### src/rtl/assert_macros.svh
// ----------------------------------------------------------------------------
// Assertion macros
// Shared concurrent assertion forms, clocked on i_clk and quiet while
// i_rst_n is low.
// ----------------------------------------------------------------------------
`ifndef ASSERT_MACROS_SVH
`define ASSERT_MACROS_SVH

// consequent must hold in the same cycle as the antecedent
`define BFA_ASSERT_NOW(lbl, ante, cons) \
    lbl: assert property (@(posedge i_clk) disable iff (!i_rst_n) (ante) |-> (cons)) \
        else $error("assertion failed: same-cycle implication");

// consequent must hold in the cycle after the antecedent
`define BFA_ASSERT_NEXT(lbl, ante, cons) \
    lbl: assert property (@(posedge i_clk) disable iff (!i_rst_n) (ante) |=> (cons)) \
        else $error("assertion failed: next-cycle implication");

`endif

### src/rtl/bfa_pkg.sv
// ----------------------------------------------------------------------------
// bfa_pkg
// Request and response types, opcodes and status codes of the frame allocator.
// ----------------------------------------------------------------------------
`default_nettype none

package bfa_pkg;

    localparam int INDEX_W = 16;
    localparam int COUNT_W = 17;

    localparam logic [COUNT_W-1:0] FRAMES_RESET = 17'd65536;

    typedef enum logic [1:0] {
        OP_FREE      = 2'd0,
        OP_LOCK      = 2'd1,
        OP_ALLOC_ONE = 2'd2,
        OP_ALLOC_RUN = 2'd3
    } t_bfa_op;

    typedef enum logic [1:0] {
        ST_DONE   = 2'd0,
        ST_NO_FIT = 2'd1,
        ST_RANGE  = 2'd2
    } t_bfa_status;

    typedef struct packed {
        t_bfa_op              opcode;
        logic [INDEX_W-1:0]   frame_index;
        logic [COUNT_W-1:0]   run_length;
    } t_bfa_req;

    typedef struct packed {
        t_bfa_status          status;
        logic [INDEX_W-1:0]   result_index;
        logic [COUNT_W-1:0]   free_count;
        logic [COUNT_W-1:0]   locked_count;
    } t_bfa_rsp;

endpackage

`default_nettype wire

### src/rtl/bfa_index_split.sv
// ----------------------------------------------------------------------------
// bfa_index_split
// Splits a frame index into map word address and bit offset. The quotient
// comes from a reciprocal multiply, the offset from a back-multiply one
// stage later. The word is registered from the index, the offset from the registered word.
// ----------------------------------------------------------------------------
`default_nettype none

module bfa_index_split #(
    parameter int MAP_WORD_BITS = 64,
    parameter int WORD_AW       = 10
) (
    input  wire logic                                  i_clk,
    input  wire logic [bfa_pkg::INDEX_W-1:0]           i_index,
    output logic      [WORD_AW-1:0]                    o_word,
    output logic      [$clog2(MAP_WORD_BITS)-1:0]      o_bit
);
    import bfa_pkg::*;

    localparam int BW    = $clog2(MAP_WORD_BITS);
    localparam int SH    = INDEX_W + BW;
    localparam int RECIP = ((1 << SH) + MAP_WORD_BITS - 1) / MAP_WORD_BITS;
    localparam int RW    = $clog2(RECIP + 1);
    localparam int PW    = INDEX_W + RW;

    logic [PW-1:0]      prod;
    logic [INDEX_W-1:0] rem;

    logic [WORD_AW-1:0] r_word;
    logic [INDEX_W-1:0] r_index;
    logic [BW-1:0]      r_bit;

    // exact quotient for every 16-bit index with this rounding of the reciprocal
    assign prod = PW'(i_index) * PW'(RECIP);
    assign rem  = r_index - (INDEX_W'(r_word) * INDEX_W'(MAP_WORD_BITS));

    always_ff @(posedge i_clk) begin
        r_word  <= WORD_AW'(prod >> SH);
        r_index <= i_index;
        r_bit   <= BW'(rem);
    end

    assign o_word = r_word;
    assign o_bit  = r_bit;

endmodule

`default_nettype wire

### config.mk
export PLATFORM = sky130hd
export DESIGN_NAME = bfa_index_split
export DESIGN_NICKNAME = d
export VERILOG_FILES = /design/src/rtl/assert_macros.svh /design/src/rtl/bfa_pkg.sv /design/src/rtl/bfa_index_split.sv
export SDC_FILE = /design/constraint.sdc
export NUM_CORES = 1
export LEC_CHECK = 0
export BUFFER_PORTS_ARGS = -buffer_cell sky130_fd_sc_hd__buf_4
export CORE_AREA = 2 2 39 41
export DETAILED_ROUTE_END_ITERATION = 16
export DIE_AREA = 0 0 41 43
export HOLD_SLACK_MARGIN = 0.12
export PLACE_DENSITY_LB_ADDON = 0.15
export RECOVER_POWER = 25
export SYNTH_ARGS = -nofsm -noshare
export SYNTH_HDL_FRONTEND = slang
export SYNTH_SLANG_ARGS = --single-unit
### constraint.sdc
create_clock -name i_clk -period 0.8 [get_ports i_clk]
set_input_delay 0 -clock i_clk [delete_from_list [all_inputs] [get_ports i_clk]]
set_output_delay 0 -clock i_clk [all_outputs]
set_load 0.02 [all_outputs]
== Word level (Yosys, flattened, before mapping) ==
Cells that the tools add are included.

* Bitwise logic cells: 0
* $mul: 0
* Order comparisons: 0
* Divide/modulo/power cells: 0
* Add/sub/neg operators: 1
* Muxes and demuxes: 0
* Equal/unequal tests: 0
* Reductions and logical operators: 0
* Shifts and indexed selects: 0

{| class="wikitable"
|+ Operators by type and width
! operator !! count
|-
| subtractor 6 x 1 -> 6 bit (second input constant) || 1
|}

* Bits in registers: 22
* Output and inout bits: 16
* Logic and storage cells: 4
* Memory bits (read-only): 0
* Bits of input ports: 17
* Bits in latches: 0
* Memories kept: 0
* RAM bits: 0

== Longest topological paths before layout ==
* Depth after elaboration: 1
* Depth in mapped cells: 0
* Gate-level depth less buffers: 0

== Worst setup path before layout ==
OpenSTA, ideal clock, no wires.

* Path kind: register to output
* From: register r_bit[0] (netlist: o_bit[0])
* To: output o_bit[0]
* Stages on the path, launching flop included: 1
* Path buffers: 0
* Arrival: 0.395 ns
* Setup slack: 0.405 ns
* Cell sequence: dfxtp_1

{| class="wikitable"
|+ RTL lines
! element !! line !! source
|-
| start, declared || bfa_index_split.sv:31 || <nowiki>logic [BW-1:0] r_bit;</nowiki>
|-
| start signal, assigned || bfa_index_split.sv:40 || <nowiki>r_bit <= BW'(rem);</nowiki>
|-
| end, declared || bfa_index_split.sv:16 || <nowiki>output logic [$clog2(MAP_WORD_BITS)-1:0] o_bit</nowiki>
|}

No word-level cell between the ends.

== Worst setup path after layout ==
* From: register r_word[4] (netlist: o_word[4])
* To: output o_word[4]

{| class="wikitable"
|+ RTL lines
! element !! line !! source
|-
| start, declared || bfa_index_split.sv:29 || <nowiki>logic [WORD_AW-1:0] r_word;</nowiki>
|-
| start signal, assigned || bfa_index_split.sv:38 || <nowiki>r_word <= WORD_AW'(prod >> SH);</nowiki>
|-
| end, declared || bfa_index_split.sv:15 || <nowiki>output logic [WORD_AW-1:0] o_word,</nowiki>
|}

No word-level cell between the ends.

==> impl_metrics.tcl <==
set metrics [dict create \
    run_status "complete, no violations" \
    fin_cells 90 \
    classification_of_the_worst_setup_path "reg2out" \
    finalClockSkew_ns 0.000691 \
    placement_rows 14 \
    insertedDiodeCount 0 \
    preCtsSetupSlack_ns 0.369 \
    vertical_die_dimension_um 43 \
    htreeDepth 1 \
    floorplan.initialDensity_pct 31.8 \
    postLayoutSetupSlackWorst_ns 0.0436 \
    post-cts-setup-buffer-count 0 \
    area_growth_pct 112 \
    routed_wl_um 726 \
    place_congestion 0.568 \
    power.share.clock_pct 28.7 \
    number_of_instances_in_the_synthesized_netlist 22 \
    worst_skew_pair.late_latency_ns 0.29 \
    worst_setup_path_start_kind "register" \
    synth.ff_latch_count 22 \
    synth.area.mux_share_pct 0 \
    coreArea_sq_um 1380 \
    ratio_of_cells_with_drive_above_1_in_the_final_layout_pct 58.1 \
    tritoncts_clock_tree "built" \
    p_per_area_nw_per_um2 2140 \
    mappedNetlistNets 39 \
    grt_util_all_layers_pct 10.4 \
    io_buffers 32 \
    synth_compound_area_share_pct 0 \
    fmax_achieved_ghz 1.32 \
    setup.worst_path.start "o_word[4]" \
    cell_internal_pwr_uw 1600 \
    endpoint_kind "output port" \
    fin_tns_setup_ns 0 \
    power.share.sequential_pct 58.8 \
    cpMaxStageDelayCell "dfxtp_1" \
    synth.yosys.warnings 0 \
    min_path_type "reg2reg" \
    layout.nets 92 \
    area_used_by_multi_input_combinational_logic_sq_um 0 \
    pin_count 33 \
    clk_pin_slew_worst_paths_ns 0.11 \
    detailed_place.area_sq_um 701 \
    sw_share_pct 20.0 \
    first_pass_grt_wire_length_um 1180 \
    synth-adder-area-share_pct 0 \
    number_of_clock_sinks_seen_by_cts 22 \
    power.switching_uw 399 \
    timing.critical_path.cells "buf_4" \
    worstPathRequired_ns 0.80 \
    avgViaCountPerCell 3.71 \
    tightest_slew_ns 0.113 \
    global_route.overflow_total 0 \
    critical_path.reg2reg.startpoint "r_index[2]" \
    clock_tree.root_cell "clkbuf_4" \
    drt_drc_violations_left 0 \
    final_hold_slack_ns 0.332 \
    setup-violations-final 0 \
    peakVddDrop_v 0.00105 \
    worst_hold_startpoint "r_index[3]" \
    via_count_of_the_first_global_routing_pass 308 \
    drt.antenna.violating_nets 0 \
    cts-buffers-inserted 3 \
    synthesis.area_sq_um 440 \
    seq_area_frac_synth_pct 100 \
    grt_start_max_net_pins 13 \
    cap_viol_max_count 0 \
    route.vias.total 334 \
    initial_antenna_violation_count 0 \
    critical_path.max_stage_delay_ns 0.32 \
    worstPathMaxFanout 1 \
    power.share.combinational_pct 12.5 \
    average_footprint_of_a_synthesized_cell_sq_um 20.0 \
    rrSetupSlack_ns 0.40 \
    routed_wire_length_per_instance_um 8.07 \
    floorplan.die.width_um 41 \
    placed_cells_incl_taps 70 \
    synth.distinct_cells 1 \
    synthSimpleGateAreaFrac_pct 0 \
    leakage_uw 0.000436 \
    clk_path_buf_depth 2 \
    yosys.area_share.xor_xnor_pct 0 \
    final_min_period_over_clock_period_pct 94.5 \
    crit_arrival_ns 0.76 \
    layout.comb_gates.multi_input 0 \
    timing.critical_path.max_delay_family "flip-flops" \
    grt_setup_unrepaired "false" \
    die_area_sq_um 1760 \
    drt_pre_antenna_iters 2 \
    timing.final.hold_violations 0 \
    drt-initial-drc-count 1 \
    final_period_minus_worst_setup_slack_ns 0.756 \
    postLayoutCellArea_sq_um 932 \
    report.final.slew_viol_count 0 \
    timing.max_slew.rel_slack_pct 92.5 \
    crit_buf_inv 1 \
]
through the flow:
stage	utilization [%]	total power [uW]
2_1_floorplan	-	1250
3_3_place_gp	50.6	1370
3_5_place_dp	50.6	1370
4_1_cts	64.8	2000
5_1_grt	67.4	2100
6_report	67.4	1990
cells in the mapped netlist, drive strengths merged:
library cell | number | share of area [%]
dfxtp | 22 | 100
sequential cells by signal, summed over array words and instances (netlist names):
register	count
r_index	6
o_bit	6
o_word	10
layer usage:
layer	vias up	track usage, %	wire [um]
li1	171	-	-
met1	143	10.8	247
met2	18	17.2	402
met3	2	3.14	71
met4	0	6.00	6
met5	-	0	0
cells by family after synthesis:
family	Yosys count
DFF	22
cell type report:
| class | count | area, sq um |
|---|---|---|
| Clock buffer | 4 | 36.3 |
| Fill cell | 110 | 452 |
| Sequential cell | 22 | 449 |
| Tap cell | 16 | 20.0 |
| Timing Repair Buffer | 48 | 427 |
worst paths after layout:
kind                                  end  depth (start not counted)
worst min register to register   o_bit[3]                          0
worst min-delay path             o_bit[3]                          0
worst max register to register   o_bit[2]                          0
worst max-delay path            o_word[4]                          1
cells in the final DEF, fill, tap and decap left out, drive strengths merged:
cell,n
buf,31
dfxtp,22
clkbuf,5
dlygate4sd3,16
power groups by stage:
stage | logic [uW] | registers [uW] | clock network (uW)
final | 249 | 1170 | 573
after global routing | 265 | 1180 | 653
after CTS | 239 | 1170 | 597
after detailed placement | 177 | 1190 | 0
after floorplan | 0 | 1250 | 0
after global placement | 177 | 1190 | 0
repair_timing:
item	in CTS	in global routing
hold buffers	16	0
hold endpoints to repair	16	0
endpoints found under the setup margin	0	7
resized for setup	0	14
No activity file was read; power rests on OpenSTA's default activity.
