$ cat src/rtl/assert_macros.svh
// ----------------------------------------------------------------------------
// Assertion macros
// Shared concurrent assertion forms, clocked on i_clk and quiet while
// i_rst_n is low.
// ----------------------------------------------------------------------------
`ifndef ASSERT_MACROS_SVH
`define ASSERT_MACROS_SVH

// consequent must hold in the same cycle as the antecedent
`define BFA_ASSERT_NOW(lbl, ante, cons) \
    lbl: assert property (@(posedge i_clk) disable iff (!i_rst_n) (ante) |-> (cons)) \
        else $error("assertion failed: same-cycle implication");

// consequent must hold in the cycle after the antecedent
`define BFA_ASSERT_NEXT(lbl, ante, cons) \
    lbl: assert property (@(posedge i_clk) disable iff (!i_rst_n) (ante) |=> (cons)) \
        else $error("assertion failed: next-cycle implication");

`endif

$ cat src/rtl/bfa_bitscan.sv
// ----------------------------------------------------------------------------
// bfa_bitscan
// Shared scan unit: finds the lowest free or locked bit of a map word at or
// above a start offset.
// ----------------------------------------------------------------------------
`default_nettype none

module bfa_bitscan #(
    parameter int MAP_WORD_BITS = 64
) (
    input  wire logic [MAP_WORD_BITS-1:0]          i_word,
    input  wire logic [$clog2(MAP_WORD_BITS)-1:0]  i_pos,
    input  wire logic                              i_find_locked,
    output logic                                   o_found,
    output logic      [$clog2(MAP_WORD_BITS)-1:0]  o_bit
);
    localparam int BW = $clog2(MAP_WORD_BITS);

    logic [MAP_WORD_BITS-1:0] cand;
    logic [MAP_WORD_BITS-1:0] lowest;
    logic [BW-1:0]            enc;

    always_comb begin
        cand   = (i_find_locked ? i_word : ~i_word) & ({MAP_WORD_BITS{1'b1}} << i_pos);
        // isolate the lowest set bit, then encode the one-hot result
        lowest = cand & (~cand + MAP_WORD_BITS'(1));
        enc    = '0;
        for (int j = 0; j < MAP_WORD_BITS; j++) begin
            if (lowest[j]) begin
                enc = enc | BW'(j);
            end
        end
    end

    assign o_found = |cand;
    assign o_bit   = enc;

endmodule

`default_nettype wire
$ cat config.mk
export PLATFORM = sky130hd
export DESIGN_NAME = bfa_bitscan
export DESIGN_NICKNAME = d
export VERILOG_FILES = /design/src/rtl/assert_macros.svh /design/src/rtl/bfa_bitscan.sv
export SDC_FILE = /design/constraint.sdc
export NUM_CORES = 1
export LEC_CHECK = 0
export ABC_AREA = 0
export ABC_CLOCK_PERIOD_IN_PS = 3100
export BUFFER_PORTS_ARGS = -buffer_cell sky130_fd_sc_hd__buf_2
export CAP_MARGIN = 20
export CORE_MARGIN = 2
export CORE_UTILIZATION = 56
export DETAILED_ROUTE_END_ITERATION = 12
export PLACE_DENSITY = 0.78
export SYNTH_ARGS = -nofsm -noshare
export SYNTH_HDL_FRONTEND = slang
export SYNTH_SLANG_ARGS = --single-unit
export TNS_END_PERCENT = 10
$ cat constraint.sdc
create_clock -name vclk -period 3.1
set_input_delay 0.155 -clock vclk [all_inputs]
set_output_delay 0.155 -clock vclk [all_outputs]
set_load 0.1 [all_outputs]
# Word level (Yosys, flattened, before mapping)
# Cells that the tools add are included.
totals:
  register_bits: 0
  out_inout_bits: 7
classes:
  add_sub_neg: 1
  shifts: 1
  n_mux: 64
  n_bitwise: 4
  n_reduce_logical: 1
op_table:
  columns: ["operator", "count"]
  rows:
  - ["two-way mux 6 bit", 32]
  - ["bitwise AND 64 bit", 2]
  - ["inverter 64 bit", 2]
  - ["two-way mux 5 bit", 16]
  - ["adder 64 x 1 -> 64 bit, second input constant", 1]
  - ["two-way mux 64 bit", 1]
  - ["OR reduction 64 bit", 1]
  - ["left shift 64 x 6 -> 64 bit, first input constant", 1]
  - ["two-way mux 4 bit", 8]
  - ["two-way mux 3 bit", 4]
  - ["two-way mux 2 bit", 2]
  - ["two-way mux 1 bit", 1]

# Logic depth before layout (Yosys ltp)
# Gate-level depths: netlist (run 1).
depth:
  depth_word: 69
  depth_mapped: 17

# Worst setup path before layout (run 1)
# No wires, ideal clock.
synth_path:
  path_kind: "input-to-output"
  startpoint: "in i_find_locked"
  endpoint: "out o_bit[5]"
  arrival_time_ns: 3.229
  t_required_ns: 2.945
  path_slack_ns: -0.284
  path_stages: 16
  n_path_buf: 8
  cell_sequence: "buf_6 -> buf_12 -> buf_12 -> buf_8 -> buf_6 -> buf_6 -> buf_6 -> buf_6 -> xor2_1 -> a311oi_2 -> nor3_1 -> and3_1 -> a31oi_1 -> nor2_1 -> nor4_4 -> nand4_1"
synth_via:
  elab_chain_len: 37
synth_lines:
  columns: ["item", "line", "source"]
  rows:
  - ["start, declared", "bfa_bitscan.sv:13", "input wire logic i_find_locked,"]
  - ["two-way mux 64 bit *", "bfa_bitscan.sv:24", "cand = (i_find_locked ? i_word : ~i_word) & ({MAP_WORD_BITS{1'b1}} << i_pos);"]
  - ["bitwise AND 64 bit *", "bfa_bitscan.sv:24", null]
  - ["inverter 64 bit", "bfa_bitscan.sv:26", "lowest = cand & (~cand + MAP_WORD_BITS'(1));"]
  - ["adder 64 x 1 -> 64 bit", "bfa_bitscan.sv:26", null]
  - ["bitwise AND 64 bit *", "bfa_bitscan.sv:26", null]
  - ["two-way mux 6 bit (31 in series)", "bfa_bitscan.sv:29", "if (lowest[j]) begin"]
  - ["two-way mux 6 bit *", "bfa_bitscan.sv:29", null]
  - ["end, declared", "bfa_bitscan.sv:15", "output logic [$clog2(MAP_WORD_BITS)-1:0] o_bit"]
# Mark *: on every way between the ends. The rest lies on a longest branch, timed or not.

# Final worst setup path (run 1)
# Ends and elaborated chain as after synthesis.

==> qor.tcl, run 1 <==
set qor(grt_setup_unrepaired) {true}
set qor(detail_route.vias_per_cell) 6.999
set qor(critical-path-top-cell-by-count) {sky130_fd_sc_hd__buf_6}
set qor(num_io_pins) 78
set qor(placementRows) 30
set qor(timing.slew.headroom_pct) 63.54
set qor(detail-route-antenna-nets) 0
set qor(synth.avg_cell_area_um2) 6.592
set qor(grt_usage_pct) 40.02
set qor(fin_total_pwr_uw) 1053
set qor(layout.cells.non_filler) 798
set qor(ff_latch_count) 0
set qor(regArea_um2) 0
set qor(initial_core_util_pct) 57.37
set qor(vias_in_the_first_global_route) 4981
set qor(violations) {negative setup slack}
set qor(startpoint_type) {input port}
set qor(hold_path.class) {input port to primary output}
set qor(timing.critical_path.fanout_max) 8
set qor(layout_area_overhead_pct) 36.06
set qor(chipHeight_um) 87.20
set qor(drt_pre_antenna_iters) 5
set qor(drt_wl_total_um) 16940
set qor(full_die_area_um2) 7603
set qor(placement.cell_area_um2) 4860
set qor(hold_viol) 0
set qor(finalCoreUtilization_pct) 78.06
set qor(final_nets) 791
set qor(worst_pin_slew_ns) 0.5419
set qor(routedWlPerCell_um) 21.23
set qor(clockBufferCount) 0
set qor(antenna_found_initial) 0
set qor(min_period_ns) 3.121
set qor(power-per-cell-area_nw_per_um2) 199.6
set qor(final_setup_slack_of_the_worst_path_ns) -0.02052
set qor(synth_fp_nets) 659
set qor(post_synth_instance_area_um2) 3876
set qor(final-setup-viol-count) 2
set qor(fp.coreArea_um2) 6756
set qor(layout-drive-gt1-share_pct) 33.01
set qor(max_transition_viols_final) 0
set qor(dpl.cell_count) 784
set qor(post_synth_inst_count) 588
set qor(synth-warning-count) 0
set qor(timing.max_cap.violations) 0
set qor(ys_seq_area_share_pct) 0
set qor(critical_path.max_stage_delay_ns) 0.39
set qor(die_w_um) 87.20
set qor(distinct_cell_type_count_after_synthesis) 86
set qor(layout_worst_path_cycle_share_pct) 100.7
set qor(largest_net_degree_at_the_start_of_global_routing) 28
set qor(crit_slowest_cell) {sky130_fd_sc_hd__nor4_4}
set qor(power.static_leakage_uw) 0.002192
set qor(setup.worst_path.class) {input port to primary output}
set qor(via_count) 5585
set qor(final_cell_area_um2) 5274
set qor(drt_first_iter_violations) 562
set qor(port_buffers) 78
set qor(grt.overflow.total) 0
set qor(hpwlAfterDp_um) 12630
set qor(filler_cell_count) 510
set qor(place_congestion) 1.042
set qor(cp_data_required_time_ns) 2.94
set qor(route.detailed.drc) 0
set qor(irDropWorstVdd_v) 0.0001364
set qor(first_pass_grt_wire_length_um) 24260
set qor(crit_path_cell_trace) {buf_6, clkbuf_16, nand2b_1, o221ai_2, o211ai_1, nor4_4, nand4_4, buf_6, nor4_1, buf_4, a2111oi_4, nand4_1, buf_12}
set qor(timing.critical_path.to_type) {primary output}
set qor(antenna_cells) 0
set qor(clock.fmax_mhz) 320.5
set qor(arrival_ns) 2.97
set qor(outcome) {finished with violations}
-- Yosys cell counts, types with 10 or more instances --
cell / count / share of area [%]
sky130_fd_sc_hd__a211oi_1: 16 / 3.1
sky130_fd_sc_hd__a21oi_1: 43 / 5.6
sky130_fd_sc_hd__a31oi_1: 13 / 2.1
sky130_fd_sc_hd__and3_1: 13 / 2.1
sky130_fd_sc_hd__buf_2: 15 / 1.9
sky130_fd_sc_hd__buf_6: 11 / 3.2
sky130_fd_sc_hd__inv_1: 14 / 1.4
sky130_fd_sc_hd__nand2_1: 42 / 4.1
sky130_fd_sc_hd__nand2b_1: 12 / 1.9
sky130_fd_sc_hd__nand3_1: 22 / 2.8
sky130_fd_sc_hd__nand4_1: 17 / 2.7
sky130_fd_sc_hd__nor2_1: 44 / 4.3
sky130_fd_sc_hd__nor2b_1: 14 / 2.3
sky130_fd_sc_hd__nor3_1: 33 / 4.3
sky130_fd_sc_hd__nor4_1: 10 / 1.6
sky130_fd_sc_hd__o211ai_1: 10 / 1.9
sky130_fd_sc_hd__o21ai_0: 30 / 3.9
sky130_fd_sc_hd__o21ai_1: 10 / 1.3
sky130_fd_sc_hd__xnor2_1: 25 / 5.6
sky130_fd_sc_hd__xor2_1: 25 / 5.6
-- final cells by class --
| cell class | instances | area, µm² | share of cell area [%] |
|---|---|---|---|
| inverters | 14 | 56.30 | 1.068 |
| multi-input cells | 526 | 3692 | 70.01 |
| well taps | 80 | 100.1 | 1.898 |
| repair buffers | 178 | 1425 | 27.02 |
-- cell usage in the layout, fill, tap and decap left out, types with 8 or more instances in the layout --
cell                        n
sky130_fd_sc_hd__o211ai_1  10
sky130_fd_sc_hd__nor2b_1   14
sky130_fd_sc_hd__nand3_1   21
sky130_fd_sc_hd__a21oi_1   41
sky130_fd_sc_hd__inv_1     13
sky130_fd_sc_hd__xor2_1    25
sky130_fd_sc_hd__nor4_1     8
sky130_fd_sc_hd__nor3_1    30
sky130_fd_sc_hd__nand4_1   17
sky130_fd_sc_hd__xnor2_1   25
sky130_fd_sc_hd__a211oi_1  14
sky130_fd_sc_hd__buf_4     88
sky130_fd_sc_hd__buf_2     64
sky130_fd_sc_hd__nand2_1   41
sky130_fd_sc_hd__a31oi_1   13
sky130_fd_sc_hd__buf_12    15
sky130_fd_sc_hd__o21ai_0   28
sky130_fd_sc_hd__nand2b_1  12
sky130_fd_sc_hd__nor2_1    43
sky130_fd_sc_hd__o21ai_1   11
sky130_fd_sc_hd__and3_1    13
-- cells by family after synthesis --
group / share of synthesized area, %
and+or+nand+nor: 40.77
AOI/OAI and AO/OA: 35.57
buffers and inverters: 10.65
xor gates and xnor gates: 11.72
muxes: 1.291
-- per-layer routing --
metal  global-route usage, %  vias to the layer above  share of wire, %
met2                   67.87                      411                46
met5                       0                        -                 0
met4                   15.24                        0               5.8
met3                   6.351                       91                10
li1                        -                     2517                 -
met1                   50.68                     2566                38
-- stage by stage --
stage | worst slack, ns | hold slack (ns) | TNS, ns
final | -0.02052 | 0.9201 | -0.02822
after detailed placement | -0.06848 | 0.9145 | -0.2367
after global placement | -0.05377 | 0.9046 | -0.2106
after floorplan | -0.2838 | 1.245 | -1.363
after global routing | -0.1968 | 0.9685 | -0.8411
after CTS | 0.009979 | 0.9147 | 0
-- power by group --
group	switching, µW	leakage, µW	total, µW	internal (µW)
logic	627	0.00219	1050	426
registers	0	0	0	0
clock network	0	0	0	0
-- path summary, 6_finish.rpt --
path	from	end	slack, ns	depth (start not counted)
max	i_find_locked	o_bit[5]	-0.02	13
min	i_word[63]	o_found	0.92	5
-- timing repair --
item | CTS | global route
cloned | 0 | 2
setup endpoints to repair | 6 | 6
pin swaps | 2 | 22
buffers inserted | 1 | 11
resized for setup | 4 | 59
hold buffers | 0 | 0
-- worst max-delay path, delay by kind of cell --
kind | cells | cell delay [ns]
AOI/OAI and AO/OA | 3 | 0.51
buffers and inverters | 5 | 0.89
and+or+nand+nor | 5 | 1.40
Note: power is estimated with default switching activity, not from simulation.
==> run 2: changes to the inputs <==
--- a/config.mk
+++ b/config.mk
@@ -13,6 +13,7 @@
 export CORE_UTILIZATION = 56
 export DETAILED_ROUTE_END_ITERATION = 12
 export PLACE_DENSITY = 0.78
+export REMOVE_ABC_BUFFERS = 1
 export SYNTH_ARGS = -nofsm -noshare
 export SYNTH_HDL_FRONTEND = slang
 export SYNTH_SLANG_ARGS = --single-unit
==> qor.tcl, run 2 (same netlist as run 1, synthesis figures left out) <==
set qor(clock.fmax_mhz) 329.0
set qor(crit_path_cell_trace) {buf_4, buf_12, inv_1, buf_4, a2111oi_1, a211oi_2, nor2_1, and2_4, nand3_2, nor3_4, nor4bb_2, nand4_1, buf_12}
set qor(fp.coreArea_um2) 6756
set qor(timing.critical_path.fanout_max) 21
set qor(power-per-cell-area_nw_per_um2) 200.2
set qor(vias_in_the_first_global_route) 5249
set qor(cts_hold_buffers) 0
set qor(outcome) {finished clean}
set qor(critical_path.max_stage_delay_ns) 0.47
set qor(max_transition_viols_final) 0
set qor(drt_wl_total_um) 16530
set qor(grt_usage_pct) 42.35
set qor(timing.max_cap.violations) 0
set qor(regArea_um2) 0
set qor(final_nets) 807
set qor(num_io_pins) 78
set qor(drt_pre_antenna_iters) 5
set qor(timing.slew.headroom_pct) 52.78
set qor(routedWlPerCell_um) 20.28
set qor(placementRows) 30
set qor(filler_cell_count) 521
set qor(irDropWorstVdd_v) 0.0001285
set qor(route.detailed.drc) 0
set qor(final-setup-viol-count) 0
set qor(arrival_ns) 2.88
set qor(first_pass_grt_wire_length_um) 25800
set qor(crit_slowest_cell) {sky130_fd_sc_hd__a2111oi_1}
set qor(startpoint_type) {input port}
set qor(ff_latch_count) 0
set qor(hold-worst-slack_ns) 0.9376
set qor(clockBufferCount) 0
set qor(grt_setup_unrepaired) {true}
set qor(hold_path.class) {input port to primary output}
set qor(layout.cells.most_common) {sky130_fd_sc_hd__buf_4}
set qor(place_congestion) 1.099
set qor(die_w_um) 87.20
set qor(detail_route.vias_per_cell) 6.867
set qor(hpwlAfterDp_um) 13170
set qor(chipHeight_um) 87.20
set qor(min_period_ns) 3.040
set qor(power.static_leakage_uw) 0.002193
set qor(place_worst_setup_slack_ns) -0.06974
set qor(hold_viol) 0
set qor(crit_path_max_delay_family) {simple AND/OR/NAND/NOR gates}
set qor(finalSetupTns_ns) 0
set qor(detail-route-antenna-nets) 0
set qor(via_count) 5597
set qor(worst_pin_slew_ns) 0.7019
set qor(drt_first_iter_violations) 630
set qor(largest_net_degree_at_the_start_of_global_routing) 46
set qor(timing.critical_path.to_type) {primary output}
set qor(leading_cell_types_in_the_layout_fill_and_taps_excluded) {sky130_fd_sc_hd__buf_4 (111), sky130_fd_sc_hd__buf_2 (67), sky130_fd_sc_hd__nor2_1 (42)}
set qor(layout-drive-gt1-share_pct) 34.47
set qor(port_buffers) 78
set qor(layout_area_overhead_pct) 35.54
set qor(worst-path-buf-inv) 5
set qor(dpl.cell_count) 811
set qor(multiInputGateArea_um2) 3647
set qor(final_setup_slack_of_the_worst_path_ns) 0.06014
set qor(layout.cells.non_filler) 815
set qor(grt.overflow.total) 0
set qor(antenna_found_initial) 1
set qor(setup.worst_path.class) {input port to primary output}
set qor(initial_core_util_pct) 57.37
set qor(layout_worst_path_cycle_share_pct) 98.06
set qor(cp_data_required_time_ns) 2.94
set qor(full_die_area_um2) 7603
run 2: changes by cell type in the layout (fill, tap and decap cells not counted), moves of 2 or more:
cell / delta
sky130_fd_sc_hd__a2111oi_2: +2
sky130_fd_sc_hd__buf_12: -2
sky130_fd_sc_hd__buf_2: +3
sky130_fd_sc_hd__buf_4: +23
sky130_fd_sc_hd__buf_6: -7
sky130_fd_sc_hd__clkbuf_16: -2
sky130_fd_sc_hd__nor4_2: +2
sky130_fd_sc_hd__o21ai_0: -2
sky130_fd_sc_hd__o31ai_1: +2
sky130_fd_sc_hd__o31ai_2: -2
run 2: report_power, final:
part           internal (µW)  total (µW)  switching [µW]    leakage, µW
combinational            427        1050             624        0.00219
clock              0.0000431   0.0000431               0  0.00000000634
sequential                 0           0               0              0
total                    427        1050             624        0.00219
run 2: worst min-delay path, cell delays in order:
cell and delay [ns]:
sky130_fd_sc_hd__buf_2 0.08, sky130_fd_sc_hd__xnor2_1 0.08, sky130_fd_sc_hd__inv_1 0.08, sky130_fd_sc_hd__nand4_1 0.09, sky130_fd_sc_hd__buf_2 0.30
run 2: metal layers:
layer | GRT usage, % | wire, µm
met1 | 55.93 | 6568
met2 | 67.38 | 7280
met3 | 4.834 | 1704
met4 | 22.10 | 973
met5 | 0 | 0
run 2: metrics by stage:
step | power [µW] | instance area (µm²) | util, %
floorplan | 503.8 | 3516 | -
global placement | 958.4 | 5035 | 74.52
detailed placement | 978.5 | 5035 | 74.52
CTS | 986.1 | 5055 | 74.81
global route | 1106 | 5254 | 77.76
finish | 1052 | 5254 | 77.76
run 2: cell type report:
| type | count | area share [%] |
|---|---|---|
| multi-input cells | 526 | 69.42 |
| inverters | 14 | 1.000 |
| diodes | 1 | 0.04763 |
| well taps | 80 | 1.905 |
| repair buffers | 194 | 27.63 |
run 2: final timing paths:
kind	from	slack, ns	endpoint	cells after the start
worst min-delay path	i_word[63]	0.94	o_found	5
worst max-delay path	i_find_locked	0.06	o_bit[3]	13
run 2: what timing repair did:
action / in CTS / in global routing
setup endpoints to repair: 4 / 6
pin swaps: 3 / 14
hold endpoints to repair: 0 / 0
gates cloned: 0 / 0
buffers inserted: 1 / 2
gates resized for setup: 3 / 46
